==> config.mk <==
export PLATFORM = sky130hd
export DESIGN_NAME = multi_shape_lfo_cutoff
export DESIGN_NICKNAME = d
export VERILOG_FILES = /design/src/mslc_pkg.sv /design/src/mslc_sine_rom.sv /design/src/mslc_sequencer.sv /design/src/mslc_datapath.sv /design/src/multi_shape_lfo_cutoff.sv
export SDC_FILE = /design/constraint.sdc
export NUM_CORES = 2
export LEC_CHECK = 0
export ABC_AREA = 1
export BUFFER_PORTS_ARGS = -buffer_cell sky130_fd_sc_hd__buf_2
export CAP_MARGIN = 20
export CORE_ASPECT_RATIO = 1.2
export CORE_UTILIZATION = 64
export DETAILED_ROUTE_END_ITERATION = 8
export HOLD_SLACK_MARGIN = 0.06
export PLACE_DENSITY = 0.87
export RECOVER_POWER = 50
export SLEW_MARGIN = 20
export SYNTH_ARGS = -nofsm -noshare
export SYNTH_HDL_FRONTEND = slang
export SYNTH_SLANG_ARGS = --single-unit
==> constraint.sdc <==
create_clock -name clk -period 10.9 [get_ports clk]
set_input_delay 1.09 -clock clk [delete_from_list [all_inputs] [get_ports clk]]
set_output_delay 1.09 -clock clk [all_outputs]
set_load 0.01 [all_outputs]
==> src/mslc_pkg.sv <==
// Shared types, constants, microcode program and sine function of the LFO cutoff block.
// Used by every module of the block; depends on nothing else.
package mslc_pkg;

	typedef enum logic [3:0] {
		OP_NOP,
		OP_LATCH,
		OP_PHASE,
		OP_DRAW_HELD,
		OP_DRAW_TARGET,
		OP_WALK_MUL,
		OP_WALK_ADD,
		OP_WAVE_MUL,
		OP_SUM,
		OP_DIV_MUL,
		OP_LOAD_OUT
	} mslc_op_t;

	typedef enum logic [2:0] {
		COND_NONE,
		COND_NO_REQ,
		COND_NO_ADV,
		COND_NO_CARRY,
		COND_OUT_BUSY
	} mslc_cond_t;

	typedef enum logic [1:0] {
		SHAPE_SINE,
		SHAPE_SQUARE,
		SHAPE_HOLD,
		SHAPE_WALK
	} mslc_shape_t;

	typedef logic [3:0] mslc_step_t;

	localparam mslc_step_t STEP_IDLE     = 4'd0;
	localparam mslc_step_t STEP_CHECK    = 4'd1;
	localparam mslc_step_t STEP_PHASE    = 4'd2;
	localparam mslc_step_t STEP_DRAW1    = 4'd3;
	localparam mslc_step_t STEP_DRAW2    = 4'd4;
	localparam mslc_step_t STEP_WALK_MUL = 4'd5;
	localparam mslc_step_t STEP_WALK_ADD = 4'd6;
	localparam mslc_step_t STEP_WAVE_MUL = 4'd7;
	localparam mslc_step_t STEP_SUM      = 4'd8;
	localparam mslc_step_t STEP_DIV_MUL  = 4'd9;
	localparam mslc_step_t STEP_DONE     = 4'd10;
	localparam mslc_step_t STEP_LAST     = STEP_DONE;

	typedef struct packed {
		mslc_op_t   op;
		mslc_cond_t cond;
		mslc_step_t target;
	} mslc_ctrl_t;

	typedef struct packed {
		logic req;
		logic adv;
		logic carry;
		logic out_busy;
	} mslc_status_t;

	localparam int CFG_INDEX_W = 8;
	localparam int CFG_DATA_W  = 16;

	localparam logic [CFG_INDEX_W-1:0] CFG_WAVE_SHAPE  = 8'd0;
	localparam logic [CFG_INDEX_W-1:0] CFG_PHASE_STEP  = 8'd1;
	localparam logic [CFG_INDEX_W-1:0] CFG_BASE_CUTOFF = 8'd2;
	localparam logic [CFG_INDEX_W-1:0] CFG_SWEEP_DEPTH = 8'd3;

	localparam logic [15:0] PHASE_STEP_RESET  = 16'd546;
	localparam logic [11:0] BASE_CUTOFF_RESET = 12'd900;
	localparam logic [11:0] SWEEP_DEPTH_RESET = 12'd750;
	localparam logic [31:0] SEED_RESET        = 32'h0000_0055;

	localparam logic [31:0] LCG_MUL = 32'd1103515245;
	localparam logic [31:0] LCG_INC = 32'd12345;

	// The fraction is s / 1000 with s = cutoff * 32768; it saturates at and above this value.
	localparam logic signed [28:0] FRAC_LIMIT = 29'sd65536000;
	localparam logic [26:0]        DIV_RECIP  = 27'd68719477;
	localparam int                 DIV_SHIFT  = 36;

	function automatic mslc_ctrl_t ucode(input mslc_step_t step);
		mslc_ctrl_t w;
		w = '{op: OP_NOP, cond: COND_NONE, target: STEP_IDLE};
		case (step)
			STEP_IDLE:     w = '{op: OP_LATCH,       cond: COND_NO_REQ,   target: STEP_IDLE};
			STEP_CHECK:    w = '{op: OP_NOP,         cond: COND_NO_ADV,   target: STEP_WAVE_MUL};
			STEP_PHASE:    w = '{op: OP_PHASE,       cond: COND_NO_CARRY, target: STEP_WALK_MUL};
			STEP_DRAW1:    w = '{op: OP_DRAW_HELD,   cond: COND_NONE,     target: STEP_IDLE};
			STEP_DRAW2:    w = '{op: OP_DRAW_TARGET, cond: COND_NONE,     target: STEP_IDLE};
			STEP_WALK_MUL: w = '{op: OP_WALK_MUL,    cond: COND_NONE,     target: STEP_IDLE};
			STEP_WALK_ADD: w = '{op: OP_WALK_ADD,    cond: COND_NONE,     target: STEP_IDLE};
			STEP_WAVE_MUL: w = '{op: OP_WAVE_MUL,    cond: COND_NONE,     target: STEP_IDLE};
			STEP_SUM:      w = '{op: OP_SUM,         cond: COND_NONE,     target: STEP_IDLE};
			STEP_DIV_MUL:  w = '{op: OP_DIV_MUL,     cond: COND_NONE,     target: STEP_IDLE};
			STEP_DONE:     w = '{op: OP_LOAD_OUT,    cond: COND_OUT_BUSY, target: STEP_DONE};
			default:       w = '{op: OP_NOP,         cond: COND_NONE,     target: STEP_IDLE};
		endcase
		return w;
	endfunction

	// Quarter-wave fifth-order polynomial, coefficients in Q14, result in Q1.15.
	function automatic logic signed [15:0] sine_sample(input logic [15:0] ang);
		logic [1:0]  quad;
		logic [31:0] z;
		logic [31:0] z2;
		logic [31:0] p;
		quad = ang[15:14];
		z = {18'd0, ang[13:0]};
		if (quad[0]) begin
			z = 32'd16384 - z;
		end
		z2 = (z * z) >> 14;
		p = 32'd10512 - ((32'd1160 * z2) >> 14);
		p = 32'd25736 - ((p * z2) >> 14);
		p = ((p * z) >> 14) * 32'd2;
		if (p > 32'd32767) begin
			p = 32'd32767;
		end
		return quad[1] ? 16'(32'd0 - p) : 16'(p);
	endfunction

endpackage

==> src/mslc_sine_rom.sv <==
// Read-only sine table with a registered read port, indexed by the oscillator phase.
// Depends on mslc_pkg for the sample function that fills the table at elaboration.
module mslc_sine_rom #(
	parameter int ENTRIES = 256
) (
	input  logic               clk,
	input  logic [15:0]        phase,
	output logic signed [15:0] sample
);

	localparam int IDX_W = $clog2(ENTRIES);
	localparam int PW    = 16 + $clog2(ENTRIES + 1);

	logic signed [15:0] rom [ENTRIES];
	logic [PW-1:0]      scaled;
	logic [IDX_W-1:0]   idx;
	logic signed [15:0] sample_q;

	for (genvar k = 0; k < ENTRIES; k++) begin : g_rom
		localparam logic [15:0] ANG = 16'((k * 65536) / ENTRIES);
		assign rom[k] = mslc_pkg::sine_sample(ANG);
	end

	assign scaled = PW'(phase) * PW'(ENTRIES);
	assign idx    = scaled[16 +: IDX_W];

	always_ff @(posedge clk) begin
		sample_q <= rom[idx];
	end

	assign sample = sample_q;

endmodule

==> src/mslc_sequencer.sv <==
// Microcode sequencer: step counter, program table lookup and conditional jumps.
// Depends on mslc_pkg for the program, control word and status types.
module mslc_sequencer (
	input  logic                   clk,
	input  logic                   arst_n,
	input  mslc_pkg::mslc_status_t status,
	output mslc_pkg::mslc_ctrl_t   ctrl
);

	mslc_pkg::mslc_step_t step_q;
	mslc_pkg::mslc_step_t step_next;
	logic                 take_jump;

	assign ctrl = mslc_pkg::ucode(step_q);

	always_comb begin
		case (ctrl.cond)
			mslc_pkg::COND_NONE:     take_jump = 1'b0;
			mslc_pkg::COND_NO_REQ:   take_jump = !status.req;
			mslc_pkg::COND_NO_ADV:   take_jump = !status.adv;
			mslc_pkg::COND_NO_CARRY: take_jump = !status.carry;
			mslc_pkg::COND_OUT_BUSY: take_jump = status.out_busy;
			default:                 take_jump = 1'b0;
		endcase
		if (take_jump) begin
			step_next = ctrl.target;
		end else if (step_q == mslc_pkg::STEP_LAST) begin
			step_next = mslc_pkg::STEP_IDLE;
		end else begin
			step_next = step_q + 4'd1;
		end
	end

	always_ff @(posedge clk or negedge arst_n) begin
		if (!arst_n) begin
			step_q <= mslc_pkg::STEP_IDLE;
		end else begin
			step_q <= step_next;
		end
	end

endmodule

==> src/mslc_datapath.sv <==
// Datapath: configuration and oscillator state, random generator, shared multiplier,
// wave selection and the result register. Depends on mslc_pkg and mslc_sine_rom.
module mslc_datapath #(
	parameter int SINE_ENTRIES = 256
) (
	input  logic                                 clk,
	input  logic                                 arst_n,
	input  mslc_pkg::mslc_ctrl_t                 ctrl,
	input  logic                                 in_valid,
	input  logic                                 advance,
	input  logic                                 cfg_we,
	input  logic [mslc_pkg::CFG_INDEX_W-1:0]     cfg_index,
	input  logic [mslc_pkg::CFG_DATA_W-1:0]      cfg_data,
	input  logic                                 out_stall,
	output mslc_pkg::mslc_status_t               status,
	output logic                                 out_valid,
	output logic signed [15:0]                   wave_value,
	output logic signed [13:0]                   cutoff_freq,
	output logic [15:0]                          cutoff_fraction
);

	mslc_pkg::mslc_shape_t wave_shape_q;
	logic [15:0]           phase_step_q;
	logic [11:0]           base_cutoff_q;
	logic [11:0]           sweep_depth_q;

	logic [15:0]        phase_q;
	logic signed [15:0] held_q;
	logic signed [23:0] walk_q;
	logic signed [15:0] target_q;
	logic [31:0]        seed_q;
	logic               adv_q;
	logic               out_valid_q;

	logic signed [55:0] prod_q;
	logic signed [28:0] s_q;
	logic signed [15:0] wave_q;
	logic signed [15:0] wave_out_q;
	logic signed [13:0] hz_out_q;
	logic [15:0]        frac_out_q;

	logic [16:0]        phase_sum;
	logic [31:0]        seed_next;
	logic signed [15:0] draw;
	logic [16:0]        gain;
	logic signed [25:0] diff;
	logic signed [15:0] sine;
	logic signed [15:0] wave;
	logic signed [27:0] mul_a;
	logic signed [27:0] mul_b;
	logic signed [55:0] mul_p;
	logic signed [28:0] s_adj;
	logic [15:0]        frac;
	logic               out_free;

	mslc_sine_rom #(
		.ENTRIES(SINE_ENTRIES)
	) u_sine_rom (
		.clk    (clk),
		.phase  (phase_q),
		.sample (sine)
	);

	assign phase_sum = {1'b0, phase_q} + {1'b0, phase_step_q};
	assign seed_next = seed_q * mslc_pkg::LCG_MUL + mslc_pkg::LCG_INC;
	assign draw      = {~seed_next[31], seed_next[30:16]};
	assign gain      = (phase_step_q[15:14] != 2'b00) ? 17'h10000 : {phase_step_q[14:0], 2'b00};
	assign diff      = {{2{target_q[15]}}, target_q, 8'd0} - {{2{walk_q[23]}}, walk_q};
	assign out_free  = !out_valid_q || !out_stall;

	always_comb begin
		case (wave_shape_q)
			mslc_pkg::SHAPE_SINE:   wave = sine;
			mslc_pkg::SHAPE_SQUARE: wave = phase_q[15] ? 16'sh8000 : 16'sh7FFF;
			mslc_pkg::SHAPE_HOLD:   wave = held_q;
			mslc_pkg::SHAPE_WALK:   wave = walk_q[23:8];
			default:                wave = sine;
		endcase
	end

	always_comb begin
		case (ctrl.op)
			mslc_pkg::OP_WALK_MUL: begin
				mul_a = {{2{diff[25]}}, diff};
				mul_b = {11'd0, gain};
			end
			mslc_pkg::OP_WAVE_MUL: begin
				mul_a = {{12{wave[15]}}, wave};
				mul_b = {16'd0, sweep_depth_q};
			end
			mslc_pkg::OP_DIV_MUL: begin
				mul_a = {2'b00, s_q[25:0]};
				mul_b = {1'b0, mslc_pkg::DIV_RECIP};
			end
			default: begin
				mul_a = '0;
				mul_b = '0;
			end
		endcase
	end

	assign mul_p = mul_a * mul_b;

	assign s_adj = s_q + (s_q[28] ? 29'sd32767 : 29'sd0);

	always_comb begin
		if (s_q[28] || (s_q == 29'sd0)) begin
			frac = 16'd0;
		end else if (s_q >= mslc_pkg::FRAC_LIMIT) begin
			frac = 16'hFFFF;
		end else begin
			frac = prod_q[mslc_pkg::DIV_SHIFT +: 16];
		end
	end

	always_ff @(posedge clk or negedge arst_n) begin
		if (!arst_n) begin
			wave_shape_q  <= mslc_pkg::SHAPE_SINE;
			phase_step_q  <= mslc_pkg::PHASE_STEP_RESET;
			base_cutoff_q <= mslc_pkg::BASE_CUTOFF_RESET;
			sweep_depth_q <= mslc_pkg::SWEEP_DEPTH_RESET;
		end else if (cfg_we) begin
			case (cfg_index)
				mslc_pkg::CFG_WAVE_SHAPE:  wave_shape_q  <= mslc_pkg::mslc_shape_t'(cfg_data[1:0]);
				mslc_pkg::CFG_PHASE_STEP:  phase_step_q  <= cfg_data;
				mslc_pkg::CFG_BASE_CUTOFF: base_cutoff_q <= cfg_data[11:0];
				mslc_pkg::CFG_SWEEP_DEPTH: sweep_depth_q <= cfg_data[11:0];
				default: ;
			endcase
		end
	end

	always_ff @(posedge clk or negedge arst_n) begin
		if (!arst_n) begin
			phase_q     <= '0;
			held_q      <= '0;
			walk_q      <= '0;
			target_q    <= '0;
			seed_q      <= mslc_pkg::SEED_RESET;
			adv_q       <= 1'b0;
			out_valid_q <= 1'b0;
		end else begin
			case (ctrl.op)
				mslc_pkg::OP_LATCH: begin
					if (in_valid) begin
						adv_q <= advance;
					end
				end
				mslc_pkg::OP_PHASE:       phase_q <= phase_sum[15:0];
				mslc_pkg::OP_DRAW_HELD: begin
					seed_q <= seed_next;
					held_q <= draw;
				end
				mslc_pkg::OP_DRAW_TARGET: begin
					seed_q   <= seed_next;
					target_q <= draw;
				end
				mslc_pkg::OP_WALK_ADD:    walk_q <= walk_q + prod_q[39:16];
				default: ;
			endcase
			if (ctrl.op == mslc_pkg::OP_LOAD_OUT && out_free) begin
				out_valid_q <= 1'b1;
			end else if (!out_stall) begin
				out_valid_q <= 1'b0;
			end
		end
	end

	always_ff @(posedge clk) begin
		case (ctrl.op)
			mslc_pkg::OP_WALK_MUL: prod_q <= mul_p;
			mslc_pkg::OP_WAVE_MUL: begin
				prod_q <= mul_p;
				wave_q <= wave;
			end
			mslc_pkg::OP_SUM:      s_q <= $signed({2'b00, base_cutoff_q, 15'd0}) + prod_q[28:0];
			mslc_pkg::OP_DIV_MUL:  prod_q <= mul_p;
			mslc_pkg::OP_LOAD_OUT: begin
				if (out_free) begin
					wave_out_q <= wave_q;
					hz_out_q   <= s_adj[28:15];
					frac_out_q <= frac;
				end
			end
			default: ;
		endcase
	end

	assign status = '{req: in_valid, adv: adv_q, carry: phase_sum[16], out_busy: !out_free};

	assign out_valid       = out_valid_q;
	assign wave_value      = wave_out_q;
	assign cutoff_freq     = hz_out_q;
	assign cutoff_fraction = frac_out_q;

endmodule

==> src/multi_shape_lfo_cutoff.sv <==
// Top level of the multi-shape LFO cutoff modulator: ports, sequencer and datapath.
// Depends on mslc_pkg, mslc_sequencer, mslc_datapath and mslc_sine_rom.

// One request with advance high moves the oscillator by one tick and then reports the wave
// (sine, square, sample and hold or smoothed random, Q1.15), the cutoff in hertz and the
// cutoff over 2000 Hz in Q0.16; with advance low it only reports. A microcode program runs
// one step per clock and all products go through a single shared multiplier. A request
// that only reports runs the latch, check, wave, sum, divide and load steps; one that
// advances adds the phase and walk steps, and a phase wrap adds two random draws. A result
// waiting in the output register holds the program in its last step until it is taken.
// Configuration writes are always ready and must be made while no request is in flight.
module multi_shape_lfo_cutoff #(
	parameter int SINE_ENTRIES = 256
) (
	input  logic                              clk,
	input  logic                              arst_n,
	input  logic                              in_valid,
	output logic                              in_stall,
	input  logic                              advance,
	output logic                              out_valid,
	input  logic                              out_stall,
	output logic signed [15:0]                wave_value,
	output logic signed [13:0]                cutoff_freq,
	output logic [15:0]                       cutoff_fraction,
	input  logic                              cfg_valid,
	output logic                              cfg_ready,
	input  logic [mslc_pkg::CFG_INDEX_W-1:0]  cfg_index,
	input  logic [mslc_pkg::CFG_DATA_W-1:0]   cfg_data
);

	mslc_pkg::mslc_ctrl_t   ctrl;
	mslc_pkg::mslc_status_t status;

	assign cfg_ready = 1'b1;
	assign in_stall  = (ctrl.op != mslc_pkg::OP_LATCH);

	mslc_sequencer u_sequencer (
		.clk    (clk),
		.arst_n (arst_n),
		.status (status),
		.ctrl   (ctrl)
	);

	mslc_datapath #(
		.SINE_ENTRIES(SINE_ENTRIES)
	) u_datapath (
		.clk             (clk),
		.arst_n          (arst_n),
		.ctrl            (ctrl),
		.in_valid        (in_valid),
		.advance         (advance),
		.cfg_we          (cfg_valid && cfg_ready),
		.cfg_index       (cfg_index),
		.cfg_data        (cfg_data),
		.out_stall       (out_stall),
		.status          (status),
		.out_valid       (out_valid),
		.wave_value      (wave_value),
		.cutoff_freq     (cutoff_freq),
		.cutoff_fraction (cutoff_fraction)
	);

	a_busy_after_request: assert property (@(posedge clk) disable iff (!arst_n)
		(in_valid && !in_stall) |=> in_stall)
		else $error("Block accepted a second request without running its program.");

	a_result_from_load: assert property (@(posedge clk) disable iff (!arst_n)
		$rose(out_valid) |-> $past(ctrl.op == mslc_pkg::OP_LOAD_OUT))
		else $error("Result appeared outside the load step.");

	a_hold_when_blocked: assert property (@(posedge clk) disable iff (!arst_n)
		(ctrl.op == mslc_pkg::OP_LOAD_OUT && out_valid && out_stall)
			|=> (ctrl.op == mslc_pkg::OP_LOAD_OUT))
		else $error("Program left the load step while the result register was full.");

endmodule
Word-level counts from Yosys, hierarchy flattened:

Memories as Yosys holds them, arrays and structs flattened. A register that Yosys moved wholly into a read port is not among the register bits.
Cells that the tools add are included.

* logic and storage cells: 88
* memories: 2
* output and inout bits: 49
* flip-flop bits (word level): 295
* ROM bits: 4272
* bits of input ports: 30

Memory list
* (no name shown): depth 256, width 16, read ports 1, clocked after Yosys merged registers in 1, wr ports 0, line mslc_sine_rom.sv:28 `sample_q <= rom[idx];`
* (no name shown): depth 16, width 11, read ports 1, clocked after Yosys merged registers in 0, wr ports 0, line mslc_pkg.sv:86 `case (step)`

* equality and inequality tests: 23
* add/sub/neg operators: 7
* reductions and logical operators: 21
* bitwise gates (word level): 2
* magnitude comparators: 1
* $mul: 2
* muxes and demuxes: 12

Operator list (number)
* $pmux W28 S3: 1
* $pmux W27 S3: 1
* $pmux W16 S4: 1
* $mul A28 B28 Y52: 1
* $add A32 B14 Y32 const B: 1
* $mul A32 B31 Y32 const B: 1
* $mux W16: 2
* $add A27 B29 Y29: 1
* $add A29 B29 Y29: 1
* $ge A29 B27 Y1 const B: 1
* $logic_not A29 Y1: 1
* $sub A24 B24 Y25: 1
* $add A24 B24 Y24: 1
* $add A16 B16 Y17: 1
* $mux W17: 1
* $eq A4 B3 Y1 const B: 4
* $eq A4 B4 Y1 const B: 4
* $eq A8 B2 Y1 const B: 2
* $mux W15: 1
* $reduce_and A2 Y1: 6
* $not A8 Y9: 1
* $eq A4 B2 Y1 const B: 2
* $eq A8 B1 Y1 const B: 1
* $logic_not A8 Y1: 1
* other kinds (20): 30

Depth between registers and ports, before layout:

* depth after elaboration: 5
* mapped depth: 42
* gate-level depth less buffers: 42

Cells and area by module:

Synthesis repeated with hierarchy kept, for this count alone.

* cell total of the unflattened synthesis: 6415
* area total of the unflattened synthesis: 51005.2 um2

Modules (own cells, without submodules)
* mslc_datapath: area each 46350.7 um2, times used 1, seq. area each 8020.2 um2, cells each 5466
* mslc_sine_rom: area each 4169.0 um2, times used 1, seq. area each 320.3 um2, cells each 874
* mslc_sequencer: area each 459.2 um2, times used 1, seq. area each 100.1 um2, cells each 69
* multi_shape_lfo_cutoff: area each 26.3 um2, times used 1, seq. area each 0.0 um2, cells each 6

Worst setup path before layout:

No wires, ideal clock.

* path type: register -> register
* start: register u_sequencer.step_q[0]
* end: register u_datapath.prod_q[48], data pin
* path slack: 2.688 ns
* setup time: 0.258 ns
* path buffers: 2
* arrival time: 7.954 ns
* clock period less this slack: 8.212 ns
* data required time: 10.642 ns
* stages on the path, launching flop included: 36
* cells stage by stage: dfrtp_1 -> inv_1 -> ha_1 -> nand2_1 -> o211ai_4 -> nand2_2 -> nor2_4 -> buf_6 -> buf_4 -> nand2_2 -> nor2_1 -> inv_1 -> fa_1 -> xnor2_1 -> inv_1 -> ha_1 -> ha_1 -> inv_1 -> xor2_1 -> fa_1 -> inv_1 -> fa_1 -> inv_1 -> fa_1 -> inv_1 -> fa_1 -> inv_1 -> ha_1 -> nand2_1 -> nor2_1 -> inv_1 -> nor4_1 -> nand3_1 -> nand3_1 -> a21oi_1 -> xnor2_1

* word-level cells in the longest chain between the ends: 4

RTL lines
* from (decl): line mslc_sequencer.sv:10 `mslc_pkg::mslc_step_t step_q;`
* from (signal assigned): line mslc_sequencer.sv:36 `step_q <= mslc_pkg::STEP_IDLE;`
* from (signal assigned): line mslc_sequencer.sv:38 `step_q <= step_next;`
* $mem_v2 Z16 W11 *
* $eq A4 B4 Y1 or $eq A4 B3 Y1 (tied branches): line mslc_datapath.sv:82 `case (ctrl.op)`
* $pmux W28 S3 or $pmux W27 S3 (tied branches): line mslc_datapath.sv:82
* $mul A28 B28 Y52 *: line mslc_datapath.sv:102 `assign mul_p = mul_a * mul_b;`
* named net u_datapath.mul_p[48]: line mslc_datapath.sv:51 `logic signed [55:0] mul_p;`
* to (signal assigned): line mslc_datapath.sv:171 `mslc_pkg::OP_WALK_MUL: prod_q <= mul_p;`
* to (signal assigned): line mslc_datapath.sv:173 `prod_q <= mul_p;`
* to (signal assigned): line mslc_datapath.sv:177 `mslc_pkg::OP_DIV_MUL: prod_q <= mul_p;`
* to (decl): line mslc_datapath.sv:35 `logic signed [55:0] prod_q;`

Mark *: on every way through the listed nets, which the timed path passes. The rest lies on a longest branch.
A chain may end at the register's enable or synchronous reset.

Worst setup path in the final report:

* start: register u_sequencer.step_q[0]
* end: register u_datapath.prod_q[27], data pin

The elaborated chain is that of the path after synthesis.

==> results.toml <==
[clocking]
clk_latency_ps = 590
cts_made_buffers = 35
path_clk_slew_ps = 70
cts_hold_buf = 0
ctsHtreeMaxLevel = 2
post-cts-setup-buffers = 0
cts_resized = 0
cts_sinks = 311
root_buffer = "clkbuf_16"
cts_tree = "built"
cts.path.max_buffers = 3

[floorplanning]
fp.dieH_um = 310
start_util = 0.649
io_pins = 79
die_x_um = 259
core_um2 = 77900
dieArea_um2 = 80100
std_cell_rows = 112

[timing]
slew_headroom = -2.22
worstMarginPinSlew_ps = 4830
drv_slew = 185
finalSetupTns_ps = 0
min_period_ps = 10300
hold_slack_ps = 410
fin_skew_ps = 32.1
setup_violations = 0
rsz0062_at_grt = "false"
clock.fmax_ghz = 0.0971
final-hold-violation-count = 0
finalCritPeriodShare = 0.945

[logic_synthesis]
yosysTopAreaCell = "fa_1"
synthFlopType = "edfxtp_1"
async_reset_ff_frac = 0.489
synth-seq-cells = 311
synth.avg_cell_area_um2 = 8.20
synth-edff-count = 143
ys_seq_area_frac = 0.167
synth_cell_types = 77
syn_inst = 6161
netlist.area_leader.share = 0.290
netlist_area_um2 = 50500
netlist_top_cells_area = "fa_1, ha_1, inv_1"
yosys_warnings = 0

[critical_path]
crit_fanout = 37
worstPathArrival_ps = 10670
critPathKind = "reg2reg"
required_ps = 11270
critPathTopFamily = "adder cells"
end_kind = "flip-flop"
max_stage_delay_ps = 750
crit_slowest_cell = "fa_1"
critPathBufInv = 11
start_kind = "flip-flop"
crit_path_frequent_cell = "inv_1"

[route]
vias = 44455
vias_per_cell = 6.12
drt-total-wl_mm = 180
ant_nets = 0
wl_per_cell_um = 24.8
drt_iter0_drc = 4831
post-route-drc-count = 0
drt_first_pass_iters = 7

[final_layout]
final_common_cell = "inv_1"
nNetsFinal = 7511
area_delta_synth_final_pct = 5.24
fillers = 6420
layout_common_cells = "inv_1, nand2_1, fa_1"
drive_above_1_share = 0.0486
final_cell_area_um2 = 53200

[placement]
dpl-instance-area_um2 = 52100
dp_hpwl_mm = 146
gp_congestion = 1.12
portBuffers = 77

[global_route]
grt_pass1_wl_mm = 270
overflow = 0
groute.usage.overall = 0.457
antenna_found_initial = 3
grt_start_max_net_pins = 88
grt_pass1_vias = 46125

[run]
cap_violations = 3

[worst_hold_path]
hold_class = "reg2reg"

[status]
status = "finished, violations left"
violations = "max-capacitance violations, max-slew violations"
## flip-flops by register name, summed over array words and instances, names as in the netlist, 2 cells and up
name	flops
u_datapath.target_q	16
u_datapath.base_cutoff_q	12
u_datapath.seed_q	32
u_datapath.cutoff_freq	14
u_datapath.phase_step_q	16
u_datapath.cutoff_fraction	16
u_datapath.walk_q	24
u_datapath.wave_value	16
u_datapath.s_q	29
u_datapath.held_q	16
u_datapath.wave_shape_q	2
u_datapath.u_sine_rom.sample	16
u_datapath.wave_q	16
u_datapath.phase_q	16
u_sequencer.step_q	4
u_datapath.prod_q	52
u_datapath.sweep_depth_q	12
## path summary, 6_finish.rpt
kind,depth (start not counted),slack (ps),start,end
setup / recovery,35,600,u_sequencer.step_q[0],u_datapath.prod_q[27]
hold / removal,0,410,u_datapath.prod_q[3],u_datapath.s_q[3]
setup reg to reg,35,600,u_sequencer.step_q[0],u_datapath.prod_q[27]
hold reg to reg,0,410,u_datapath.prod_q[3],u_datapath.s_q[3]
max in group asynchronous,2,3390,arst_n,u_datapath.seed_q[29]
min in group asynchronous,1,2240,arst_n,u_datapath.phase_step_q[15]
## cell families after synthesis
| logic type | Yosys count | share of synthesized area |
|---|---|---|
| simple gates | 1842 | 0.152 |
| buf+inv | 1684 | 0.128 |
| fa+ha+maj | 1269 | 0.423 |
| compound gates | 910 | 0.105 |
| flops | 311 | 0.167 |
| xor+xnor | 139 | 0.0241 |
| mux | 4 | 0.000891 |
| other cells | 2 | 0.000149 |
## per-layer routing
layer  up-vias  part of all wire  global-route usage
met5         -           0.00015                   0
met4         4              0.11               0.391
met3      1028             0.095              0.0986
met2      2702              0.47               0.750
met1     21460              0.33               0.506
li1      19261                 -                   -
## cell usage after synthesis (7+ instances only)
cell type  count
dfxtp_1       16
ha_1         537
nor2_2        14
o2111ai_1     15
inv_1       1510
buf_4         15
and3_1         7
clkinv_1       8
a21boi_0       9
fa_1         732
inv_2         26
nor2_1       484
o21bai_1      24
nor3_1        47
buf_1          9
clkbuf_1      64
a211oi_1       9
nand4_1       40
o311ai_0       7
nor4_1        17
nand2_2       12
nand3_1      207
a21oi_2       11
nand2_1      966
or2_2         26
o221ai_1      10
buf_6          7
a221oi_1       7
o211ai_1      32
a31oi_1       28
buf_2         43
o21ai_0      315
dfstp_2       18
o22ai_1       30
xnor2_1       48
a21oi_1      339
a21o_1        21
edfxtp_1     143
xor2_1        91
dfrtp_1      134
## stage by stage
| stage | std cells | setup WS, ps | utilization |
|---|---|---|---|
| finish | 7266 | 597 | 0.683 |
| global route | 7265 | 440 | 0.683 |
| CTS | 7265 | 1040 | 0.684 |
| detailed placement | 7201 | 1030 | 0.669 |
| global placement | 7200 | 1190 | 0.669 |
| floorplan | 6165 | 2690 | - |
## layout make-up
type | instances | area, um^2 | area share
diodes | 1 | 2.50 | 0.0000471
repair buffers | 148 | 855 | 0.0161
clock buffers | 44 | 960 | 0.0180
clock inverters | 20 | 200 | 0.00376
inverters | 1546 | 5810 | 0.109
well taps | 1026 | 1280 | 0.0241
flip-flops and latches | 311 | 8440 | 0.159
multi-input cells | 4170 | 35600 | 0.670
Power is not shown: default switching activity piles up to over one toggle a cycle in this logic, so the estimate is an artifact.
